$ cat src/mcp_pkg.sv
package mcp_pkg;

	localparam logic [7:0] ACTIVE_SENSING = 8'hFE;
	localparam logic [4:0] CHANNEL_ANY    = 5'd16;

	// Upper status nibble with bit 7 removed
	typedef enum logic [2:0] {
		MSG_NOTE_OFF         = 3'd0,
		MSG_NOTE_ON          = 3'd1,
		MSG_KEY_PRESSURE     = 3'd2,
		MSG_CONTROLLER       = 3'd3,
		MSG_PROGRAM          = 3'd4,
		MSG_CHANNEL_PRESSURE = 3'd5,
		MSG_PITCH_BEND       = 3'd6,
		MSG_SYSTEM           = 3'd7
	} mcp_msg_t;

	typedef enum logic [1:0] {
		KIND_NOTE_OFF   = 2'd0,
		KIND_NOTE_ON    = 2'd1,
		KIND_CONTROLLER = 2'd2,
		KIND_PITCH_BEND = 2'd3
	} mcp_kind_t;

	typedef enum logic {
		ST_WAIT_STATUS = 1'b0,
		ST_COLLECT     = 1'b1
	} mcp_state_t;

	typedef struct packed {
		mcp_kind_t   kind;
		logic [6:0]  first;
		logic [6:0]  second;
		logic [14:0] bend;
	} mcp_event_t;

endpackage

$ cat src/midi_channel_message_parser_core.sv
// Channel    Handshake                  Payload
// in         in_valid / in_stall        rx_byte
// out        out_valid / out_stall      event_kind, data_first, data_second, bend_value
// config     cfg_write_en               cfg_write_data (channel filter)
//
// One byte per cycle sustained while no waiting result is stalled; a byte is registered
// on entry, decoded against the parser state as it advances, and any event lands in the
// result register.
// Reset clears the parser to wait for a status byte and sets the filter to any channel.
// A waiting result stalls the input stage only while that stage already holds a byte.
module midi_channel_message_parser_core
	import mcp_pkg::*;
(
	input  logic        clk,
	input  logic        arst_n,
	input  logic        cfg_write_en,
	input  logic [4:0]  cfg_write_data,
	input  logic        in_valid,
	output logic        in_stall,
	input  logic [7:0]  rx_byte,
	output logic        out_valid,
	input  logic        out_stall,
	output logic [1:0]  event_kind,
	output logic [6:0]  data_first,
	output logic [6:0]  data_second,
	output logic [14:0] bend_value
);

	logic       advance;
	logic       valid_s1;
	logic [7:0] byte_s1;
	logic       go;
	logic       evt_valid;
	mcp_event_t evt;
	mcp_event_t evt_q;

	// Advance the held byte whenever the result register has room
	assign advance = ~out_valid | ~out_stall;
	assign go      = valid_s1 & advance;

	mcp_in_stage u_in (
		.clk      (clk),
		.arst_n   (arst_n),
		.in_valid (in_valid),
		.in_stall (in_stall),
		.rx_byte  (rx_byte),
		.advance  (advance),
		.valid_s1 (valid_s1),
		.byte_s1  (byte_s1)
	);

	// Hold the parser state; decode one byte per advancing transaction
	mcp_decode u_dec (
		.clk            (clk),
		.arst_n         (arst_n),
		.cfg_write_en   (cfg_write_en),
		.cfg_write_data (cfg_write_data),
		.go             (go),
		.byte_s1        (byte_s1),
		.evt_valid      (evt_valid),
		.evt            (evt)
	);

	mcp_out_stage u_out (
		.clk       (clk),
		.arst_n    (arst_n),
		.load      (evt_valid),
		.evt       (evt),
		.out_stall (out_stall),
		.out_valid (out_valid),
		.evt_q     (evt_q)
	);

	assign event_kind  = evt_q.kind;
	assign data_first  = evt_q.first;
	assign data_second = evt_q.second;
	assign bend_value  = evt_q.bend;

	a_no_overwrite: assert property (@(posedge clk) disable iff (!arst_n)
		evt_valid |-> !(out_valid && out_stall))
		else $error("event would overwrite a waiting result");

	a_take_only_with_room: assert property (@(posedge clk) disable iff (!arst_n)
		(in_valid && !in_stall) |-> (!valid_s1 || advance))
		else $error("input taken over a held byte");

endmodule

$ cat src/mcp_in_stage.sv
module mcp_in_stage
	import mcp_pkg::*;
(
	input  logic       clk,
	input  logic       arst_n,
	input  logic       in_valid,
	output logic       in_stall,
	input  logic [7:0] rx_byte,
	input  logic       advance,
	output logic       valid_s1,
	output logic [7:0] byte_s1
);

	logic take;

	// Stall only while a held byte cannot move on
	assign in_stall = valid_s1 & ~advance;
	assign take     = in_valid & ~in_stall;

	always_ff @(posedge clk or negedge arst_n) begin
		if (!arst_n) begin
			valid_s1 <= 1'b0;
		end else if (take) begin
			valid_s1 <= 1'b1;
		end else if (advance) begin
			valid_s1 <= 1'b0;
		end
	end

	always_ff @(posedge clk) begin
		if (take) begin
			byte_s1 <= rx_byte;
		end
	end

endmodule

$ cat src/mcp_decode.sv
module mcp_decode
	import mcp_pkg::*;
(
	input  logic       clk,
	input  logic       arst_n,
	input  logic       cfg_write_en,
	input  logic [4:0] cfg_write_data,
	input  logic       go,
	input  logic [7:0] byte_s1,
	output logic       evt_valid,
	output mcp_event_t evt
);

	logic [4:0] filter_q;
	mcp_state_t state_q, state_d;
	mcp_msg_t   type_q, type_d;
	logic       need_two_q, need_two_d;
	logic       held_q, held_d;
	logic [6:0] first_q, first_d;

	mcp_msg_t   in_type;
	logic       chan_ok;
	logic       is_status;
	logic       completes;
	logic [6:0] first_now;

	assign in_type   = mcp_msg_t'(byte_s1[6:4]);
	assign chan_ok   = (filter_q == CHANNEL_ANY) || (filter_q == {1'b0, byte_s1[3:0]});
	assign is_status = byte_s1[7];
	assign completes = go && !is_status && (state_q == ST_COLLECT) &&
		(held_q || !need_two_q);
	assign first_now = held_q ? first_q : byte_s1[6:0];

	always_ff @(posedge clk or negedge arst_n) begin
		if (!arst_n) begin
			filter_q <= CHANNEL_ANY;
		end else if (cfg_write_en) begin
			filter_q <= cfg_write_data;
		end
	end

	// Next state
	always_comb begin
		state_d    = state_q;
		type_d     = type_q;
		need_two_d = need_two_q;
		held_d     = held_q;
		first_d    = first_q;
		if (go && byte_s1 != ACTIVE_SENSING) begin
			if (is_status) begin
				held_d = 1'b0;
				if (in_type != MSG_SYSTEM && chan_ok) begin
					state_d    = ST_COLLECT;
					type_d     = in_type;
					need_two_d = !(in_type == MSG_PROGRAM ||
						in_type == MSG_CHANNEL_PRESSURE);
				end else begin
					state_d = ST_WAIT_STATUS;
				end
			end else if (state_q == ST_COLLECT) begin
				if (!held_q) begin
					first_d = byte_s1[6:0];
				end
				if (completes) begin
					state_d = ST_WAIT_STATUS;
					held_d  = 1'b0;
				end else begin
					held_d = 1'b1;
				end
			end
		end
	end

	// Event outputs
	always_comb begin
		evt_valid  = 1'b0;
		evt.kind   = KIND_NOTE_OFF;
		evt.first  = first_now;
		evt.second = byte_s1[6:0];
		evt.bend   = 15'd0;
		case (type_q)
			MSG_NOTE_OFF: begin
				evt_valid = completes;
				evt.kind  = KIND_NOTE_OFF;
			end
			MSG_NOTE_ON: begin
				evt_valid = completes;
				evt.kind  = KIND_NOTE_ON;
			end
			MSG_CONTROLLER: begin
				evt_valid = completes;
				evt.kind  = KIND_CONTROLLER;
			end
			MSG_PITCH_BEND: begin
				evt_valid = completes;
				evt.kind  = KIND_PITCH_BEND;
				evt.bend  = {byte_s1[6:0], 1'b0, first_now};
			end
			default: begin
				evt_valid = 1'b0;
			end
		endcase
	end

	always_ff @(posedge clk or negedge arst_n) begin
		if (!arst_n) begin
			state_q    <= ST_WAIT_STATUS;
			type_q     <= MSG_NOTE_OFF;
			need_two_q <= 1'b0;
			held_q     <= 1'b0;
			first_q    <= 7'd0;
		end else begin
			state_q    <= state_d;
			type_q     <= type_d;
			need_two_q <= need_two_d;
			held_q     <= held_d;
			first_q    <= first_d;
		end
	end

	a_evt_from_collect: assert property (@(posedge clk) disable iff (!arst_n)
		evt_valid |-> state_q == ST_COLLECT)
		else $error("event raised outside a message");

	a_evt_ends_message: assert property (@(posedge clk) disable iff (!arst_n)
		evt_valid |=> state_q == ST_WAIT_STATUS && !held_q)
		else $error("message not closed after event");

	a_held_needs_two: assert property (@(posedge clk) disable iff (!arst_n)
		held_q |-> need_two_q && state_q == ST_COLLECT)
		else $error("first byte held for a short message");

endmodule

$ cat src/mcp_out_stage.sv
module mcp_out_stage
	import mcp_pkg::*;
(
	input  logic       clk,
	input  logic       arst_n,
	input  logic       load,
	input  mcp_event_t evt,
	input  logic       out_stall,
	output logic       out_valid,
	output mcp_event_t evt_q
);

	always_ff @(posedge clk or negedge arst_n) begin
		if (!arst_n) begin
			out_valid <= 1'b0;
		end else if (load) begin
			out_valid <= 1'b1;
		end else if (!out_stall) begin
			out_valid <= 1'b0;
		end
	end

	always_ff @(posedge clk) begin
		if (load) begin
			evt_q <= evt;
		end
	end

endmodule

$ cat config.mk
export PLATFORM = sky130hd
export DESIGN_NAME = midi_channel_message_parser_core
export DESIGN_NICKNAME = d
export VERILOG_FILES = /design/src/mcp_pkg.sv /design/src/midi_channel_message_parser_core.sv /design/src/mcp_in_stage.sv /design/src/mcp_decode.sv /design/src/mcp_out_stage.sv
export SDC_FILE = /design/constraint.sdc
export NUM_CORES = 1
export LEC_CHECK = 0
export BUFFER_PORTS_ARGS = -buffer_cell sky130_fd_sc_hd__buf_2
export CAP_MARGIN = 15
export CORE_MARGIN = 2
export CORE_UTILIZATION = 48
export CTS_CLUSTER_SIZE = 24
export DETAILED_ROUTE_END_ITERATION = 12
export PLACE_DENSITY = 0.72
export SYNTH_ARGS = -nofsm -noshare
export SYNTH_HDL_FRONTEND = slang
export SYNTH_SLANG_ARGS = --single-unit
export TNS_END_PERCENT = 20
$ cat constraint.sdc
create_clock -name clk -period 2.6 [get_ports clk]
set_input_delay 0.52 -clock clk [delete_from_list [all_inputs] [get_ports clk]]
set_output_delay 0.52 -clock clk [all_outputs]
set_load 0.05 [all_outputs]
==> flow_metrics.env, run 1 <==
export IMPL_switchingPower_mw=0.564
export IMPL_synthesis_area_um2=2270
export IMPL_drtAntennaViolNets=0
export IMPL_use_met3=0.0511
export IMPL_dieArea_um2=5310
export IMPL_num_vias=1331
export IMPL_place_gp_congestion=0.684
export IMPL_avgRoutedWirePerCell_um=12.9
export IMPL_ir_drop_mv=0.366
export IMPL_place_ws_ns=0.640
export IMPL_hold_class="in2async"
export IMPL_power_clock_fraction=0.312
export IMPL_cts_setup_buffers=0
export IMPL_final_cell_count_no_fill=272
export IMPL_initialDrtViolationCount=76
export IMPL_portBuffers=49
export IMPL_post_cts_resized=0
export IMPL_leakage_nw=1.17
export IMPL_path_class="reg2reg"
export IMPL_clock_path_buffers=2
export IMPL_postCtsHoldBufs=0
export IMPL_synth_cell_types=29
export IMPL_p_int_mw=1.59
export IMPL_clk_latency_ns=0.33
export IMPL_required_ns=2.59
export IMPL_drt_total_wl_mm=3.51
export IMPL_first_global_vias=1205
export IMPL_viasPerCell=4.89
export IMPL_end_kind="flip-flop"
export IMPL_yosysMostFrequentCell="edfxtp_1"
export IMPL_core_um2=4660
export IMPL_clk_pin_slew_ns=0.07
export IMPL_skew_ns=0.00835
export IMPL_place_area_um2=2590
export IMPL_postLayoutSetupSlackWorst_ns=0.881
export IMPL_crit_path_start_kind="flip-flop"
export IMPL_synth_main_ff_cell="edfxtp_1"
export IMPL_synth_edf_count=38
export IMPL_area_delta_synth_final_pct=20.8
export IMPL_synthArstFlopShare=0.345
export IMPL_ys_ff_latch=58
export IMPL_start_util=0.488
export IMPL_hold_ws_ns=0.132
export IMPL_rr_worst_depth=5
export IMPL_antenna_found_initial=0
export IMPL_groute_layer_met1_usage=0.213
export IMPL_setup_viol=0
export IMPL_drv_cap=0
export IMPL_p_per_area_nw_per_um2=782
export IMPL_fin_util=0.590
export IMPL_die_x_um=72.8
export IMPL_min_period_over_period=0.661
export IMPL_synthesis_nets=173
export IMPL_yosys_area_top_type="edfxtp_1"
export IMPL_place_inst=256
export IMPL_grt_max_degree=31
export IMPL_synth_top_cells_by_area="edfxtp_1, dfrtp_1, mux2i_1"
export IMPL_finalNetCount=231
export IMPL_root_buffer="clkbuf_8"
export IMPL_critPathArrivalTime_ns=1.71
export IMPL_synth_top_area_share=0.502
export IMPL_ys_warn_count=0
export IMPL_cts_sinks=58
export IMPL_fmax_mhz=582
export IMPL_rrSetupSlack_ns=0.88
export IMPL_die_h_um=72.8
export IMPL_yosysSeqAreaShare=0.722
export IMPL_fin_setup_tns_ns=0
export IMPL_dp_hpwl_mm=2.49
export IMPL_avgSynthCellArea_um2=14.7
export IMPL_antenna_cells=0
export IMPL_numCtsBuffers=9
export IMPL_grt_pass1_wl_mm=5.80
export IMPL_r2r_start="u_out.out_valid"
export IMPL_power_mw=2.15
export IMPL_synthTopCellsByCount="edfxtp_1, dfrtp_1, nand2_1, nor2_1, inv_1"
export IMPL_rsz0062_at_grt="no"
export IMPL_use_met2=0.202
export IMPL_track_usage=0.153
export IMPL_design_area_um2=2750
export IMPL_synth_cells=155
export IMPL_grt_most_used_layer="met1"
export IMPL_drt_first_pass_iters=4
export IMPL_share_comb_of_total_power=0.130
export IMPL_path_max_fanout=30
export IMPL_tritoncts="yes"
export IMPL_run_status="completed"
export IMPL_power_share_switching=0.262
export IMPL_num_rows=25
export IMPL_final_hold_violation_count=0
export IMPL_r2r_end="u_out.evt_q[29]"
export IMPL_slew_viol_final=0
export IMPL_pin_count=51
export IMPL_htreeDepth=3
export IMPL_min_period_ns=1.72
export IMPL_layout_drive_gt1_share=0.362
export IMPL_drc=0
export IMPL_seqPwrFrac=0.558
export IMPL_grt_ovfl_total=0
## worst max path at each step
stage | startpoint | endpoint | depth (start not counted)
after detailed placement | out_stall | u_out.evt_q[16] | 6
after global placement | out_stall | u_out.evt_q[18] | 6
after global routing | u_out.out_valid | u_out.evt_q[30] | 5
after CTS | u_out.out_valid | u_out.evt_q[27] | 5
final | u_out.out_valid | u_out.evt_q[29] | 5
after floorplan | u_out.out_valid | u_out.evt_q[0] | 4
## state kept, by name, summed over array words and instances (netlist names)
| name | cells |
|---|---|
| u_dec.need_two_q | 1 |
| u_dec.type_q | 3 |
| u_out.evt_q | 30 |
| u_in.valid_s1 | 1 |
| u_in.byte_s1 | 8 |
| u_dec.filter_q | 5 |
| u_dec.first_q | 7 |
| u_dec.state_q | 1 |
| u_out.out_valid | 1 |
| u_dec.held_q | 1 |
## routing by layer
layer	routed length, um	part of all wire
met1	1770	0.50
met3	199	0.057
met5	0	0
met2	1470	0.42
met4	70	0.020
## power by group through the flow
stage / sequential, mW / clock [mW] / combinational [mW]
6_report: 1.20 / 0.670 / 0.280
5_1_grt: 1.22 / 0.737 / 0.320
4_1_cts: 1.20 / 0.692 / 0.284
3_5_place_dp: 1.22 / 0 / 0.283
3_3_place_gp: 1.22 / 0 / 0.274
2_1_floorplan: 1.18 / 0 / 0.235
## kinds of logic after synthesis
kind of cell | after synthesis | synth area share
AOI/OAI and AO/OA | 16 | 0.0479
xor gates and xnor gates | 5 | 0.0193
buffers and inverters | 14 | 0.0264
DFF | 58 | 0.722
muxes | 16 | 0.0798
other | 1 | 0.00165
and+or+nand+nor | 45 | 0.103
## cell usage in the layout (no fill, tap or decap)
cell	n
inv_1	9
edfxtp_1	38
a21boi_0	1
mux2i_1	8
o21ai_1	6
o21ai_0	5
nand4_1	1
o31ai_1	2
nand3b_1	2
o22ai_4	1
buf_4	3
xnor2_1	5
a21boi_2	1
nand3_1	3
buf_2	49
nor2_2	1
nor4_2	1
mux2_4	3
nand2b_1	5
clkinv_2	3
conb_1	1
dfstp_2	1
nor2b_1	2
nand2_1	12
mux2_2	5
nor2_1	9
dfrtp_1	19
and2_1	1
clkbuf_1	1
clkinvlp_4	2
clkbuf_8	9
nand4b_1	1
clkinv_1	1
and3_1	7
## layout make-up
cell class / count / area [um^2]
Clock buffer: 10 / 128
Clock inverter: 6 / 33.8
Fill cell: 376 / 1910
Inverter: 9 / 33.8
Multi-Input combinational cell: 83 / 574
Sequential cell: 58 / 1640
Tap cell: 54 / 67.6
Timing Repair Buffer: 52 / 268
## critical path: stages (launching register included)
cell and delay, ns:
dfrtp_1 0.42, a21boi_2 0.22, nand3b_1 0.10, buf_4 0.20, nor2_2 0.10, buf_4 0.34
Note: power is estimated with default switching activity, not from simulation.
==> inputs of run 2 (changes only) <==
==> constraint.sdc (replaced) <==
create_clock -name clk -period 1.5 [get_ports clk]
set_input_delay 0.3 -clock clk [delete_from_list [all_inputs] [get_ports clk]]
set_output_delay 0.3 -clock clk [all_outputs]
set_load 0.05 [all_outputs]
==> run 2 against run 1 <==
Effect of this change: count of clock-buffer cells in the layout unchanged; critical path type unchanged; via count increased by 5.2%; global-route usage grew 1.5 points; the run now ends with negative setup slack left; first-iteration DRC count is 36% higher; largest power group unchanged; total power rose by 99%; critical path depth down 1; combinational power rose by 140%.
==> flow_metrics.env, run 2 (synthesis gave the netlist of run 1 again) <==
export IMPL_setup_viol=9
export IMPL_run_status="finished, violations left"
export IMPL_layout_common_cells="buf_2, edfxtp_1, buf_4, dfrtp_1, nand2_1"
export IMPL_p_per_area_nw_per_um2=1420
export IMPL_initialDrtViolationCount=103
export IMPL_antenna_cells=0
export IMPL_critPathMaxStageDelay_ns=0.42
export IMPL_regMostFlops="u_out.evt_q"
export IMPL_ir_drop_mv=0.810
export IMPL_postLayoutSetupSlackWorst_ns=-0.0113
export IMPL_failed_checks="negative setup slack"
export IMPL_reg_largest_list="u_out.evt_q (30), u_in.byte_s1 (8), u_dec.first_q (7)"
export IMPL_core_um2=4660
export IMPL_min_period_over_period=1.01
export IMPL_dp_hpwl_mm=2.72
export IMPL_place_gp_congestion=0.707
export IMPL_tritoncts="yes"
export IMPL_dieArea_um2=5310
export IMPL_root_buffer="clkbuf_8"
export IMPL_area_delta_synth_final_pct=32.1
export IMPL_critPathTopFamily="flip-flops"
export IMPL_drt_first_pass_iters=4
export IMPL_largest_reg_flops=30
export IMPL_avgRoutedWirePerCell_um=13.9
export IMPL_num_vias=1400
export IMPL_viasPerCell=4.83
export IMPL_place_inst=271
export IMPL_path_class="reg2reg"
export IMPL_crit_path_start_kind="flip-flop"
export IMPL_fmax_mhz=662
export IMPL_grt_ovfl_total=0
export IMPL_path_max_fanout=8
export IMPL_drtAntennaViolNets=0
export IMPL_clock_path_buffers=2
export IMPL_pin_count=51
export IMPL_grt_max_degree=23
export IMPL_critPathArrivalTime_ns=1.55
export IMPL_first_global_vias=1392
export IMPL_final_hold_violation_count=0
export IMPL_skew_ns=0.00478
export IMPL_final_cell_count_no_fill=290
export IMPL_portBuffers=49
export IMPL_drv_cap=0
export IMPL_clk_latency_ns=0.33
export IMPL_antenna_found_initial=0
export IMPL_finalNetCount=249
export IMPL_path_cells="a21boi_4 > nand3b_1 > nor2_4 > buf_4"
export IMPL_slew_viol_final=0
export IMPL_leakage_nw=1.31
export IMPL_cts_sinks=58
export IMPL_final_common_cell="buf_2"
export IMPL_path_buf_inv=1
export IMPL_min_period_ns=1.51
export IMPL_drc=0
export IMPL_htreeDepth=3
export IMPL_num_rows=25
export IMPL_layout_drive_gt1_share=0.428
export IMPL_numCtsBuffers=9
export IMPL_start_util=0.488
export IMPL_clk_pin_slew_ns=0.06
export IMPL_die_h_um=72.8
export IMPL_required_ns=1.54
export IMPL_track_usage=0.168
export IMPL_hold_class="in2reg"
export IMPL_end_kind="flip-flop"
export IMPL_slowest_stage="dfrtp_2"
export IMPL_die_x_um=72.8
export IMPL_fin_util=0.645
export IMPL_drt_total_wl_mm=4.03
export IMPL_grt_pass1_wl_mm=6.48
export IMPL_rsz0062_at_grt="yes"
-- run 2: changes by cell type in the layout (fill, tap and decap cells not counted), sizes merged --
cell	change
dlygate4sd3	+1
clkinvlp	-2
buf	+16
clkbuf	+1
bufinv	+2
-- run 2: repair_timing --
item                                    in CTS  in global routing
pin swaps                                    0                  3
gates cloned                                 0                  1
gates resized for setup                      3                  3
endpoints found under the setup margin       5                 34
hold buffers                                 1                  0
hold endpoints to repair                    19                  0
setup buffers                                0                  1
-- run 2: final timing paths --
kind	endpoint	from	cells after the start	slack (ns)
min in group asynchronous	u_dec.filter_q[0]	arst_n	2	0.45
max in group asynchronous	u_out.out_valid	arst_n	2	0.70
min reg2reg	u_dec.first_q[4]	u_dec.first_q[4]	2	0.48
max	u_out.evt_q[29]	u_out.out_valid	4	-0.01
max reg2reg	u_out.evt_q[29]	u_out.out_valid	4	-0.01
min	u_in.byte_s1[7]	rx_byte[7]	1	0.14
-- run 2: area by class of cell --
type                            instances  area, um^2
Fill cell                             336        1660
Clock inverter                          6        80.1
Timing Repair Buffer                   70         442
Inverter                                9        33.8
Multi-Input combinational cell         83         599
Tap cell                               54        67.6
Sequential cell                        58        1640
Clock buffer                           10         138
-- run 2: metrics by stage --
| step | power [mW] | setup TNS (ns) | setup slack, ns | hold slack (ns) | cell area [um^2] |
|---|---|---|---|---|---|
| finish | 4.27 | -0.0670 | -0.0113 | 0.142 | 3000 |
| floorplan | 2.46 | -14.64 | -0.482 | 0.00441 | 2290 |
| detailed placement | 2.70 | -0.0300 | -0.0140 | 0.288 | 2720 |
| global route | 4.47 | -1.69 | -0.107 | 0.137 | 3000 |
| CTS | 4.27 | -0.0822 | -0.0305 | 0.129 | 2960 |
| global placement | 2.67 | 0 | 0.0408 | 0.275 | 2720 |
-- run 2: worst register-to-register path, stage by stage, from the launching register on --
cell and delay [ns]:
dfrtp_2 0.42, a21boi_4 0.18, nand3b_1 0.17, nor2_4 0.24, buf_4 0.21
-- run 2: metal layers --
layer  track usage  wire (um)  vias to the layer above
li1              -          -                      701
met1         0.223       1800                      637
met2         0.251       1940                       52
met3        0.0401        198                       10
met4         0.105         94                        0
met5             0          0                        -
-- run 2: report_power, final --
group	switching (mW)	total (mW)	internal, mW
sequential	0.110	2.03	1.92
clock	0.596	1.56	0.968
combinational	0.336	0.683	0.347
total	1.04	4.27	3.23
